<file path="src/sv/pdec_pkg.sv">
`timescale 1ns / 1ps
// ----------------------------------------------------------------------------
// Percent escape decoder package
// Shared transaction types and the percent byte code for the percent escape decoder.
// ----------------------------------------------------------------------------
package pdec_pkg;

   localparam logic [7:0] CHAR_PERCENT = 8'h25;

   typedef struct packed {
      logic [7:0] in_byte;
      logic       end_of_text;
   } req_type;

   typedef struct packed {
      logic [7:0] out_byte;
      logic       run_last;
   } rsp_type;

   // One queue entry holds the one or two bytes that one input transaction yields.
   typedef struct packed {
      logic [7:0] byte0;
      logic [7:0] byte1;
      logic       pair;
   } entry_type;

   typedef struct packed {
      logic      valid;
      entry_type entry;
   } push_type;

endpackage

</file>
<file path="src/sv/pdec_front.sv">
`timescale 1ns / 1ps
// ----------------------------------------------------------------------------
// Percent escape decoder front end
// Accepts input bytes, tracks escape and digit state, and forms the decoded
// bytes of each transaction as one queue entry.
// ----------------------------------------------------------------------------
module pdec_front
   import pdec_pkg::*;
(
   input  logic     clock,
   input  logic     reset,
   input  logic     req_valid,
   output logic     req_ready,
   input  req_type  req_data,
   input  logic     queue_ready,
   output push_type push
);

   localparam logic [7:0] CHAR_PLUS  = 8'h2B;
   localparam logic [7:0] CHAR_MINUS = 8'h2D;
   localparam logic [7:0] CHAR_SPACE = 8'h20;
   localparam logic [7:0] CHAR_TAB   = 8'h09;
   localparam logic [7:0] CHAR_CR    = 8'h0D;
   localparam logic [7:0] CHAR_0     = 8'h30;
   localparam logic [7:0] CHAR_9     = 8'h39;
   localparam logic [7:0] CHAR_LA    = 8'h61;
   localparam logic [7:0] CHAR_LF    = 8'h66;
   localparam logic [7:0] CHAR_UA    = 8'h41;
   localparam logic [7:0] CHAR_UF    = 8'h46;

   function automatic logic is_space(input logic [7:0] c);
      return (c == CHAR_SPACE) || (c >= CHAR_TAB && c <= CHAR_CR);
   endfunction

   // Returns a found flag above the four-bit digit value.
   function automatic logic [4:0] hex_digit(input logic [7:0] c);
      logic [4:0] r;
      r = '0;
      if (c >= CHAR_0 && c <= CHAR_9) begin
         r = {1'b1, c[3:0]};
      end else if ((c >= CHAR_LA && c <= CHAR_LF) || (c >= CHAR_UA && c <= CHAR_UF)) begin
         r = {1'b1, c[3:0] + 4'd9};
      end
      return r;
   endfunction

   // Base-16 parse of one or two digits or sign and digit; low eight bits kept.
   function automatic logic [7:0] convert(input logic two, input logic [7:0] d0,
                                          input logic [7:0] d1);
      logic [4:0] h0;
      logic [4:0] h1;
      logic [7:0] v1;
      logic [7:0] r;
      h0 = hex_digit(d0);
      h1 = hex_digit(d1);
      v1 = h1[4] ? {4'd0, h1[3:0]} : 8'd0;
      r  = 8'd0;
      if (!two) begin
         r = h0[4] ? {4'd0, h0[3:0]} : 8'd0;
      end else if (is_space(d0)) begin
         r = v1;
      end else if (d0 == CHAR_PLUS) begin
         r = v1;
      end else if (d0 == CHAR_MINUS) begin
         r = 8'd0 - v1;
      end else if (h0[4]) begin
         r = h1[4] ? {h0[3:0], h1[3:0]} : {4'd0, h0[3:0]};
      end
      return r;
   endfunction

   logic       escape_open_ff;
   logic       escape_open_in;
   logic [1:0] digit_count_ff;
   logic [1:0] digit_count_in;
   logic [7:0] digit_store_ff [2];
   logic [7:0] digit_store_in [2];
   logic       string_start_ff;
   logic       string_start_in;

   logic       accept;
   logic [7:0] c;
   logic       last;
   logic [1:0] n;
   logic [7:0] r0;
   logic [7:0] r1;

   assign req_ready = queue_ready;
   assign accept    = req_valid && req_ready;
   assign c         = req_data.in_byte;
   assign last      = req_data.end_of_text;

   always_comb begin
      escape_open_in    = escape_open_ff;
      digit_count_in    = digit_count_ff;
      digit_store_in[0] = digit_store_ff[0];
      digit_store_in[1] = digit_store_ff[1];
      n  = 2'd0;
      r0 = c;
      r1 = c;
      priority if (string_start_ff && last) begin
         n  = 2'd1;
         r0 = c;
      end else if (!escape_open_ff && c == CHAR_PERCENT) begin
         escape_open_in = 1'b1;
      end else if (escape_open_ff && digit_count_ff == 2'd0 && c == CHAR_PERCENT) begin
         escape_open_in = 1'b0;
         n  = 2'd1;
         r0 = CHAR_PERCENT;
      end else if (escape_open_ff && digit_count_ff < 2'd2) begin
         digit_store_in[digit_count_ff[0]] = c;
         digit_count_in = digit_count_ff + 2'd1;
         if (last) begin
            n  = 2'd1;
            r0 = convert(digit_count_in[1], digit_store_in[0], digit_store_in[1]);
         end
      end else begin
         escape_open_in = 1'b0;
         if (digit_count_ff != 2'd0) begin
            digit_count_in = 2'd0;
            r0 = convert(1'b1, digit_store_ff[0], digit_store_ff[1]);
            if (c == CHAR_PERCENT) begin
               escape_open_in = 1'b1;
               n = 2'd1;
            end else begin
               n  = 2'd2;
               r1 = c;
            end
         end else if (c == CHAR_PERCENT) begin
            escape_open_in = 1'b1;
         end else begin
            n  = 2'd1;
            r0 = c;
         end
      end
      if (last) begin
         escape_open_in  = 1'b0;
         digit_count_in  = 2'd0;
         string_start_in = 1'b1;
      end else begin
         string_start_in = 1'b0;
      end
   end

   assign push.valid       = accept && (n != 2'd0);
   assign push.entry.byte0 = r0;
   assign push.entry.byte1 = r1;
   assign push.entry.pair  = n[1];

   always_ff @(posedge clock) begin
      if (reset) begin
         escape_open_ff  <= 1'b0;
         digit_count_ff  <= 2'd0;
         string_start_ff <= 1'b1;
      end else if (accept) begin
         escape_open_ff  <= escape_open_in;
         digit_count_ff  <= digit_count_in;
         string_start_ff <= string_start_in;
      end
   end

   always_ff @(posedge clock) begin
      if (accept) begin
         digit_store_ff[0] <= digit_store_in[0];
         digit_store_ff[1] <= digit_store_in[1];
      end
   end

   a_count_range: assert property (@(posedge clock) disable iff (reset)
      digit_count_ff != 2'd3)
      else $error("digit count out of range");

   a_digits_need_escape: assert property (@(posedge clock) disable iff (reset)
      !escape_open_ff |-> digit_count_ff == 2'd0)
      else $error("digits held with no escape open");

   a_last_restarts: assert property (@(posedge clock) disable iff (reset)
      accept && last |=> string_start_ff && !escape_open_ff)
      else $error("string state not cleared after last byte");

endmodule

</file>
<file path="src/sv/pdec_queue.sv">
`timescale 1ns / 1ps
// ----------------------------------------------------------------------------
// Percent escape decoder queue
// Two-entry queue between the front end and the output stage; the head is
// always the first slot.
// ----------------------------------------------------------------------------
module pdec_queue
   import pdec_pkg::*;
(
   input  logic      clock,
   input  logic      reset,
   input  push_type  push,
   output logic      push_ready,
   input  logic      pop,
   output logic      head_valid,
   output entry_type head
);

   logic [1:0] count_ff;
   logic [1:0] count_in;
   entry_type  slot_ff [2];
   entry_type  slot_in [2];

   assign push_ready = count_ff != 2'd2;
   assign head_valid = count_ff != 2'd0;
   assign head       = slot_ff[0];

   always_comb begin
      count_in   = count_ff;
      slot_in[0] = slot_ff[0];
      slot_in[1] = slot_ff[1];
      unique case ({push.valid, pop})
         2'b11: begin
            if (count_ff == 2'd1) begin
               slot_in[0] = push.entry;
            end else begin
               slot_in[0] = slot_ff[1];
               slot_in[1] = push.entry;
            end
         end
         2'b01: begin
            slot_in[0] = slot_ff[1];
            count_in   = count_ff - 2'd1;
         end
         2'b10: begin
            if (count_ff == 2'd0) begin
               slot_in[0] = push.entry;
            end else begin
               slot_in[1] = push.entry;
            end
            count_in = count_ff + 2'd1;
         end
         default: begin
            count_in = count_ff;
         end
      endcase
   end

   always_ff @(posedge clock) begin
      if (reset) begin
         count_ff <= 2'd0;
      end else begin
         count_ff <= count_in;
      end
   end

   always_ff @(posedge clock) begin
      slot_ff[0] <= slot_in[0];
      slot_ff[1] <= slot_in[1];
   end

   a_no_overflow: assert property (@(posedge clock) disable iff (reset)
      !(push.valid && count_ff == 2'd2))
      else $error("push into a full queue");

   a_no_underflow: assert property (@(posedge clock) disable iff (reset)
      !(pop && count_ff == 2'd0))
      else $error("pop from an empty queue");

endmodule

</file>
<file path="src/sv/pdec_back.sv">
`timescale 1ns / 1ps
// ----------------------------------------------------------------------------
// Percent escape decoder output stage
// Sends the one or two bytes of the queue head, one transaction per cycle while rsp_ready is high.
// ----------------------------------------------------------------------------
module pdec_back
   import pdec_pkg::*;
(
   input  logic      clock,
   input  logic      reset,
   input  logic      head_valid,
   input  entry_type head,
   output logic      pop,
   output logic      rsp_valid,
   input  logic      rsp_ready,
   output rsp_type   rsp_data
);

   logic second_ff;
   logic second_in;
   logic send;

   assign rsp_valid         = head_valid;
   assign rsp_data.out_byte = second_ff ? head.byte1 : head.byte0;
   assign rsp_data.run_last = second_ff || !head.pair;
   assign send              = rsp_valid && rsp_ready;
   assign pop               = send && rsp_data.run_last;
   assign second_in         = send ? !rsp_data.run_last : second_ff;

   always_ff @(posedge clock) begin
      if (reset) begin
         second_ff <= 1'b0;
      end else begin
         second_ff <= second_in;
      end
   end

   a_second_needs_pair: assert property (@(posedge clock) disable iff (reset)
      second_ff |-> head_valid && head.pair)
      else $error("second byte selected without a pair at the head");

endmodule

</file>
<file path="src/sv/percent_escape_decoder_top.sv">
`timescale 1ns / 1ps
// ----------------------------------------------------------------------------
// Percent escape decoder
// Decodes percent-escaped strings, one byte per transaction, into zero, one or
// two decoded bytes per input byte.
//
//   Channel  Direction  Payload                      Handshake
//   req      in         in_byte, end_of_text         req_valid / req_ready
//   rsp      out        out_byte, run_last           rsp_valid / rsp_ready
//
// One input transaction is accepted per cycle while the two-entry queue has room.
// The output stage sends one byte per cycle while rsp_ready is high, so an input byte
// that yields two bytes is sent as two output transactions; bytes that yield nothing send none.
// Decoded bytes are registered in the queue slots before they reach the output.
// Reset is synchronous; there is no clearing pass.
// A stall on the output fills the queue and then lowers req_ready.
// ----------------------------------------------------------------------------
module percent_escape_decoder_top
   import pdec_pkg::*;
(
   input  logic    clock,
   input  logic    reset,
   input  logic    req_valid,
   output logic    req_ready,
   input  req_type req_data,
   output logic    rsp_valid,
   input  logic    rsp_ready,
   output rsp_type rsp_data
);

   push_type  push;
   logic      push_ready;
   logic      pop;
   logic      head_valid;
   entry_type head;

   pdec_front u_front (
      .clock       (clock),
      .reset       (reset),
      .req_valid   (req_valid),
      .req_ready   (req_ready),
      .req_data    (req_data),
      .queue_ready (push_ready),
      .push        (push)
   );

   pdec_queue u_queue (
      .clock      (clock),
      .reset      (reset),
      .push       (push),
      .push_ready (push_ready),
      .pop        (pop),
      .head_valid (head_valid),
      .head       (head)
   );

   pdec_back u_back (
      .clock      (clock),
      .reset      (reset),
      .head_valid (head_valid),
      .head       (head),
      .pop        (pop),
      .rsp_valid  (rsp_valid),
      .rsp_ready  (rsp_ready),
      .rsp_data   (rsp_data)
   );

endmodule
</file>
<file path="config.mk">
export PLATFORM = sky130hd
export DESIGN_NAME = percent_escape_decoder_top
export DESIGN_NICKNAME = d
export VERILOG_FILES = /design/src/sv/pdec_pkg.sv /design/src/sv/pdec_front.sv /design/src/sv/pdec_queue.sv /design/src/sv/pdec_back.sv /design/src/sv/percent_escape_decoder_top.sv
export SDC_FILE = /design/constraint.sdc
export NUM_CORES = 1
export LEC_CHECK = 0
export BUFFER_PORTS_ARGS = -buffer_cell sky130_fd_sc_hd__buf_4
export CAP_MARGIN = 5
export CORE_MARGIN = 2
export CORE_UTILIZATION = 45
export DETAILED_ROUTE_END_ITERATION = 16
export GPL_ROUTABILITY_DRIVEN = 0
export SYNTH_ARGS = -nofsm -noshare
export SYNTH_HDL_FRONTEND = slang
export SYNTH_SLANG_ARGS = --single-unit
</file>
<file path="constraint.sdc">
create_clock -name clock -period 6.4 [get_ports clock]
set_clock_uncertainty 0.2 [all_clocks]
set_input_delay 0.64 -clock clock [delete_from_list [all_inputs] [get_ports clock]]
set_output_delay 0.64 -clock clock [all_outputs]
set_load 0.05 [all_outputs]
</file>
==> results.txt, run 1 <==
----------------------------------------------------
[Status]
  Outcome ... finished clean

[Placement]
  Total half-perimeter wirelength after legalization and detailed placement ... 9.13 mm
  Total cell area at the placement stage ... 5280 um2
  DP Cell Count ... 661
  Port Buffers ... 23

[Power]
  Peak supply drop ... 0.324 mV
  Power per cell area ... 341 nW/um2
  Leakage power figure ... 2.05 nW

[STA]
  Setup repair after global routing missed its margin ... false
  Finish-stage setup viols ... 0
  Share of the clock period used by the worst path ... 74.5%
  Total negative setup slack ... 0 ns
  Max transition margin ... 28.1%
  Worst Hold Margin ... 0.329 ns
  Highest achievable clock rate ... 0.210 GHz
  Time the worst path needs with I/O delays and setup ... 4.77 ns
  Worst-Margin Slew ... 1.08 ns
  Hold violation total from the final report ... 0
  Final-report max-slew violation count ... 0

[Route]
  Number of detailed-routing iterations run before antenna repair ... 8
  Final WL ... 12.7 mm
  Number of nets still failing antenna checks after routing ... 0
  Vias post-DR ... 4181
  Average detailed-routed wire length per instance ... 18.7 um
  Remaining routing DRC violations ... 0
  Detailed router's first-iteration violation count ... 413
  Via-to-Cell Ratio ... 6.18

[Synth]
  Avg Inst Size Synth ... 9.85 um2
  Leading cell type by number of instances after synthesis ... edfxtp_1
  Proportion of netlist area held by the largest area contributor ... 29.0%
  Gate count after technology mapping ... 525
  Dominant combinational cell family by area after synthesis ... compound AO/OA/AOI/OAI gates
  Cell accounting for the most synthesized area ... edfxtp_1
  Compound-gate portion of the synthesized area ... 25.9%
  Number of enable flip-flop cells after synthesis ... 50
  Post-Synth Adder-Cell Area ... 6.78%
  Commonest register cell after synthesis ... edfxtp_1
  Count of synthesis-stage warnings from yosys ... 0
  Sequential share of the synthesized area ... 31.8%
  Basic-gate share of the synthesized area counting and, or, nand and nor cells ... 17.9%
  Net count after synthesis ... 566
  XOR/XNOR share of the synthesized area ... 0.339%
  Post-synth top cells ... edfxtp_1, a21oi_1, nand2_1, inv_1, nor2_1
  Total standard cell area after synthesis ... 5170 um2
  Largest cells by area after synthesis ... edfxtp_1, ha_1, mux2i_1
  Async set-reset flop share out of synthesis ... 0%
  Number of unique standard cell types used by synthesis ... 103
  Proportion of synthesized area in mux cells ... 9.70%
  #FFs+latches synth ... 57

[Worst hold path]
  Hold Crit Class ... flip-flop to flip-flop
  Startpoint of the tightest hold check path ... u_queue.count_ff[1]

[Final layout]
  NumNets Final ... 570
  Post-route non-filler standard cell count ... 677
  Share of post-route cells with drive strength above 1 ... 21.0%
  ANT cells ... 0
  Layout overhead on the synthesized area ... 8.59%
  Cell area after layout ... 5610 um2
  Fill cells ... 1047

[Die]
  Die width ... 111 um
  I/O pins ... 24
  Initial cell density of the core ... 45.7%
  Die Y ... 111 um
  Number of rows in the core area ... 39
  Die area ... 12400 um2
  Core Footprint ... 11300 um2

[Clock network]
  CTS H-tree depth ... 3
  Number of clock sinks seen by CTS ... 57
  Post-CTS setup repair buffer count ... 0
  Quantity of hold-fixing buffers added after cts ... 0
  Clock latency reported for the late side of the worst-skew pair ... 0.33 ns
  Clock Pin Slew Worst Setup and Hold Paths ... 0.05 ns
  Resized cells post-CTS ... 0
  Number of buffers created by CTS ... 9
  TritonCTS clock tree ... done
  Clock root buffer ... clkbuf_16
  Max Root-Sink Buffers ... 2

[Setup path]
  CP Launch Point ... u_front.digit_count_ff[0]
  Type of destination of the critical path ... flip-flop
  Worst Setup Start Kind ... flip-flop
  WS Path Type ... flip-flop to flip-flop
  Critical path peak fanout ... 35
  Data required time of the worst path ... 6.36 ns
  Worst endpoint data arrival time ... 4.73 ns
  Startpoint of the most critical register-to-register path ... u_front.digit_count_ff[0]

[Global routing]
  Wire length of the first global-routing pass ... 20.9 mm
  Gr usage total ... 21.0%
  Residual overflow from global routing ... 0
  Antenna violations before repair ... 0
  Vias in the first global route ... 3941
  Pin count of the biggest net entering global routing ... 40

[Flow run]
  Total of max-cap violations ... 0

----------------------------------------------------
-- final timing paths --
kind / end / depth (start not counted) / slack (ns)
worst max register to register: u_queue.slot_ff[0][12] / 16 / 1.63
worst min register to register: u_queue.count_ff[1] / 2 / 0.33
worst min-delay path: u_queue.count_ff[1] / 2 / 0.33
worst max-delay path: u_queue.slot_ff[0][12] / 16 / 1.63
-- worst max-delay path, cell delays in order, from the launching register on --
cell and delay (ns):
dfxtp_1 0.38, buf_4 0.42, inv_1 0.11, a21boi_0 0.39, inv_1 0.18, ha_1 0.28, and2b_2 0.23, o32ai_4 0.34
nor3_2 0.12, a221oi_1 0.51, and3_1 0.25, ha_1 0.11, and2_1 0.11, o21ai_1 0.08, a2111oi_2 0.46, o21ai_1 0.13
a32oi_1 0.28
-- metal layers --
metal | global-route usage [%] | vias to the layer above | wire length, um
met2 | 34.4 | 139 | 6000
met4 | 7.41 | 0 | 243
met5 | 0 | - | 0
met3 | 3.88 | 25 | 662
met1 | 27.8 | 2001 | 5750
li1 | - | 2016 | -
-- per-stage QoR --
stage                     utilization, %  setup slack (ns)  total power, W
after floorplan                        -              1.60         0.00123
after global placement              46.6              1.74         0.00136
after detailed placement            46.6              1.63         0.00137
after CTS                           49.6              1.64         0.00192
after global routing                49.6              1.28         0.00202
final                               49.6              1.63         0.00191
-- state kept, by name, summed over array words and instances, names as in the netlist --
signal,flops
u_queue.slot_ff,34
u_front.digit_store_ff,16
u_front.digit_count_ff,2
u_queue.count_ff,2
u_back.second_ff,1
u_front.escape_open_ff,1
u_front.string_start_ff,1
-- report_power, final --
group	switching, W	internal (W)
clock	0.000170	0.000378
sequential	0.0000410	0.000569
combinational	0.000486	0.000268
total	0.000697	0.00121
-- kinds of logic (layout without fill, tap and decap cells) --
| family | count (synthesis) | after routing |
|---|---|---|
| AOI/OAI and AO/OA | 174 | 174 |
| DFF | 57 | 57 |
| and+or+nand+nor | 153 | 153 |
| buffers and inverters | 66 | 75 |
| muxes | 45 | 45 |
| adders and majority gates | 28 | 28 |
| xor gates and xnor gates | 2 | 2 |
-- cell type report --
class	count	area [um2]	share of cell area (%)
clock buffers	10	229	4.08
clock inverters	6	106	1.89
inverters	32	120	2.14
multi-input cells	402	3140	55.9
flip-flops and latches	57	1640	29.2
well taps	143	179	3.19
repair buffers	27	203	3.61
-- placed cells by master (no fill, tap or decap), types with 5 or more instances in the layout --
cell type   n
mux2i_1    23
clkbuf_16   9
dfxtp_1     7
edfxtp_1   50
a21o_1      6
a21oi_1    44
buf_4      27
nor2_1     31
o21ai_1     6
nor2b_1     7
inv_1      31
a221oi_1   14
mux2_2     17
nand2_1    33
nand3_1     8
o21a_1      5
o21ai_0    28
ha_1       28
nor3_1      6
nand2b_1    8
nor4b_1     5
Note: power is estimated with default switching activity, not from simulation.
==> inputs of run 2 (changes only) <==
--- a/config.mk
+++ b/config.mk
@@ -5,6 +5,7 @@
 export SDC_FILE = /design/constraint.sdc
 export NUM_CORES = 1
 export LEC_CHECK = 0
+export ABC_AREA = 1
 export BUFFER_PORTS_ARGS = -buffer_cell sky130_fd_sc_hd__buf_4
 export CAP_MARGIN = 5
 export CORE_MARGIN = 2
==> constraint.sdc (replaced) <==
create_clock -name clock -period 4.33 [get_ports clock]
set_clock_uncertainty 0.2 [all_clocks]
set_input_delay 0.433 -clock clock [delete_from_list [all_inputs] [get_ports clock]]
set_output_delay 0.433 -clock clock [all_outputs]
set_load 0.05 [all_outputs]
==> run 2 against run 1 <==
Effect of this change:
- area after synthesis decreased by 8.3%
- global-route usage rose by 3.1 points
- via count increased by 9.9%
- worst hold slack got worse by 0.23 ns
- core utilization grew 2.0 points
- worst setup slack worse by 1.1 ns
- synthesized cell count up 33%
==> results.txt, run 2 <==
----------------------------------------------------
[Clock network]
  Number of buffers created by CTS ... 9
  Resized cells post-CTS ... 0
  Clock latency reported for the late side of the worst-skew pair ... 0.35 ns
  TritonCTS clock tree ... done
  Number of clock sinks seen by CTS ... 57
  Quantity of hold-fixing buffers added after cts ... 0
  Max Root-Sink Buffers ... 2
  Clock Pin Slew Worst Setup and Hold Paths ... 0.08 ns
  Clock root buffer ... clkbuf_8
  CTS H-tree depth ... 3
  Post-CTS setup repair buffer count ... 0

[STA]
  Max transition margin ... 55.3%
  Total negative setup slack ... 0 ns
  Worst-Margin Slew ... 0.663 ns
  Finish-stage setup viols ... 0
  Worst Hold Margin ... 0.101 ns
  Highest achievable clock rate ... 0.266 GHz
  Time the worst path needs with I/O delays and setup ... 3.76 ns
  Final-report max-slew violation count ... 0
  Hold violation total from the final report ... 0
  Setup repair after global routing missed its margin ... false
  Least setup slack across all paths after layout ... 0.574 ns
  Share of the clock period used by the worst path ... 86.7%

[Synth]
  Number of enable flip-flop cells after synthesis ... 50
  Leading cell type by number of instances after synthesis ... nand2_1
  Number of unique standard cell types used by synthesis ... 39
  Count of synthesis-stage warnings from yosys ... 0
  Proportion of netlist area held by the largest area contributor ... 31.7%
  Async set-reset flop share out of synthesis ... 0%
  Gate count after technology mapping ... 696
  Net count after synthesis ... 737
  #FFs+latches synth ... 57
  Sequential share of the synthesized area ... 34.6%
  Total standard cell area after synthesis ... 4740 um2
  Largest cells by area after synthesis ... edfxtp_1, nand2_1, ha_1
  Post-synth top cells ... nand2_1, inv_1, edfxtp_1, nor2_1, nand3_1
  Avg Inst Size Synth ... 6.81 um2
  Cell accounting for the most synthesized area ... edfxtp_1
  Commonest register cell after synthesis ... edfxtp_1

[Setup path]
  Worst path top cell family by delay ... simple AND/OR/NAND/NOR gates
  Type of destination of the critical path ... flip-flop
  Worst endpoint data arrival time ... 3.66 ns
  Buffers & Inverters on Critical Path ... 5
  Cell type with the highest occurrence count on the critical path ... nand2_1
  Worst Setup Start Kind ... flip-flop
  Slowest cell delay on critical path ... 0.52 ns
  WS Path Type ... flip-flop to flip-flop
  Startpoint of the most critical register-to-register path ... u_front.digit_count_ff[0]
  Critical path peak fanout ... 15
  Sequence of cells on the critical path ... buf_4 > buf_4 > nand2_1 > o21ai_0 > inv_1 > ha_1 > nor2_1 > nand2_1 > nand3_2 > nor2_4 > inv_2 > nand2_2 > inv_2 > nand2_2 > nand2_1 > nand2_1 > o21ai_1 > nand2_1 > nand2_1 > nand2_2 > nand2_1 > nand2_1 > nand2_1 > nand2_1
  Count of cells along the worst register-to-register path ... 24
  Cell at the slowest stage of the critical path ... dfxtp_1
  R2r setup slk ... 0.57 ns
  Data required time of the worst path ... 4.24 ns
  End of the worst register-to-register path ... u_queue.slot_ff[0][12]

[Route]
  Number of nets still failing antenna checks after routing ... 0
  Detailed router's first-iteration violation count ... 352
  Remaining routing DRC violations ... 0
  Via-to-Cell Ratio ... 5.30
  Vias post-DR ... 4594
  Number of detailed-routing iterations run before antenna repair ... 5
  Final WL ... 13.0 mm
  Average detailed-routed wire length per instance ... 15.0 um

[Final layout]
  Final Util ... 51.6%
  Commonest non-fill, non-tap cells in the layout ... nand2_1, inv_1, edfxtp_1
  Number of flip-flops under the largest register name ... 34
  Share of post-route cells with drive strength above 1 ... 12.4%
  Most flop-heavy register ... u_queue.slot_ff
  ANT cells ... 0
  NumNets Final ... 767
  Register cell area after layout ... 1640 um2
  Most common library cell in the layout ignoring fill and taps ... nand2_1
  Biggest registers after layout ... u_queue.slot_ff x34, u_front.digit_store_ff x16
  Footprint of the multi-input gates ... 2670 um2
  Layout overhead on the synthesized area ... 11.9%
  Fill cells ... 1075

[Worst hold path]
  Startpoint of the tightest hold check path ... req_data[1]
  End point of the most critical hold path ... u_queue.slot_ff[0][18]
  Hold Crit Class ... input pin to flip-flop
  WHS Path Cells ... 1

[Power]
  Power per cell area ... 610 nW/um2
  Peak supply drop ... 0.492 mV
  Leakage power figure ... 2.50 nW
  Final Total Pwr ... 0.00323 W

[Die]
  Initial cell density of the core ... 46.1%
  Number of rows in the core area ... 37
  Die Y ... 107 um
  Die width ... 107 um
  Die area ... 11400 um2
  Core Footprint ... 10300 um2
  I/O pins ... 24

[Placement]
  Port Buffers ... 23
  Total half-perimeter wirelength after legalization and detailed placement ... 9.95 mm
  Pre-CTS WS ... 0.704 ns

[Global routing]
  Wire length of the first global-routing pass ... 21.5 mm
  Gr usage total ... 24.1%
  Pin count of the biggest net entering global routing ... 32
  Vias in the first global route ... 4307
  Antenna violations before repair ... 0
  Residual overflow from global routing ... 0

[Status]
  Outcome ... finished clean

[Flow run]
  Total of max-cap violations ... 0

----------------------------------------------------
run 2: cell types whose count changed in the layout (fill, tap and decap cells not counted), moves of 13 or more:
cell	change
inv_1	+57
nand3_1	+36
mux2_2	-17
nand2_1	+222
nor2_1	+17
a221oi_1	-14
mux2i_1	-23
o21ai_0	+13
a21oi_1	-14
run 2: worst max-delay path by stage:
stage                                   endpoint                       from  cells after the start  slack (ns)
after floorplan            u_queue.slot_ff[0][0]                req_data[4]                     14        0.50
after global placement    u_queue.slot_ff[0][11]  u_front.digit_count_ff[0]                     24        0.63
after detailed placement  u_queue.slot_ff[0][11]  u_front.digit_count_ff[0]                     24        0.70
after CTS                 u_queue.slot_ff[0][12]  u_front.digit_count_ff[0]                     24        0.68
after global routing      u_queue.slot_ff[0][11]  u_front.digit_count_ff[0]                     24        0.29
final                     u_queue.slot_ff[0][12]  u_front.digit_count_ff[0]                     24        0.57
run 2: cell families (layout without fill, tap and decap cells):
group / count (synthesis) / after routing / synth area share, %
DFF: 57 / 57 / 34.6
xor gates and xnor gates: 4 / 4 / 0.739
buffers and inverters: 109 / 144 / 9.18
AOI/OAI and AO/OA: 114 / 114 / 13.8
and+or+nand+nor: 384 / 384 / 34.3
adders and majority gates: 28 / 28 / 7.39
run 2: power by group:
part | total, W | internal [W] | leakage [nW] | switching, W
logic | 0.00169 | 0.000510 | 1.86 | 0.00118
clock network | 0.000569 | 0.000339 | 0.113 | 0.000230
registers | 0.000973 | 0.000883 | 0.525 | 0.0000906
total | 0.00323 | 0.00173 | 2.50 | 0.00150
run 2: metrics by stage:
stage	cell area (um2)	std cells
final	5310	867
after global routing	5310	867
after CTS	5310	867
after detailed placement	5080	851
after global placement	5080	851
after floorplan	4740	696
run 2: metal layers:
metal	vias to the layer above	share of wire (%)	global-route usage (%)
met1	2128	48	34.8
met3	18	5.6	3.40
li1	2307	-	-
met2	141	44	37.1
met5	-	0	0
met4	0	1.9	8.16
run 2: area by class of cell:
class                           instances  share of cell area (%)
Multi-Input combinational cell        530                    50.3
Sequential cell                        57                    30.9
Inverter                               95                    6.72
Timing Repair Buffer                   33                    4.67
Tap cell                              136                    3.21
Clock buffer                           11                    2.67
Clock inverter                          5                    1.49
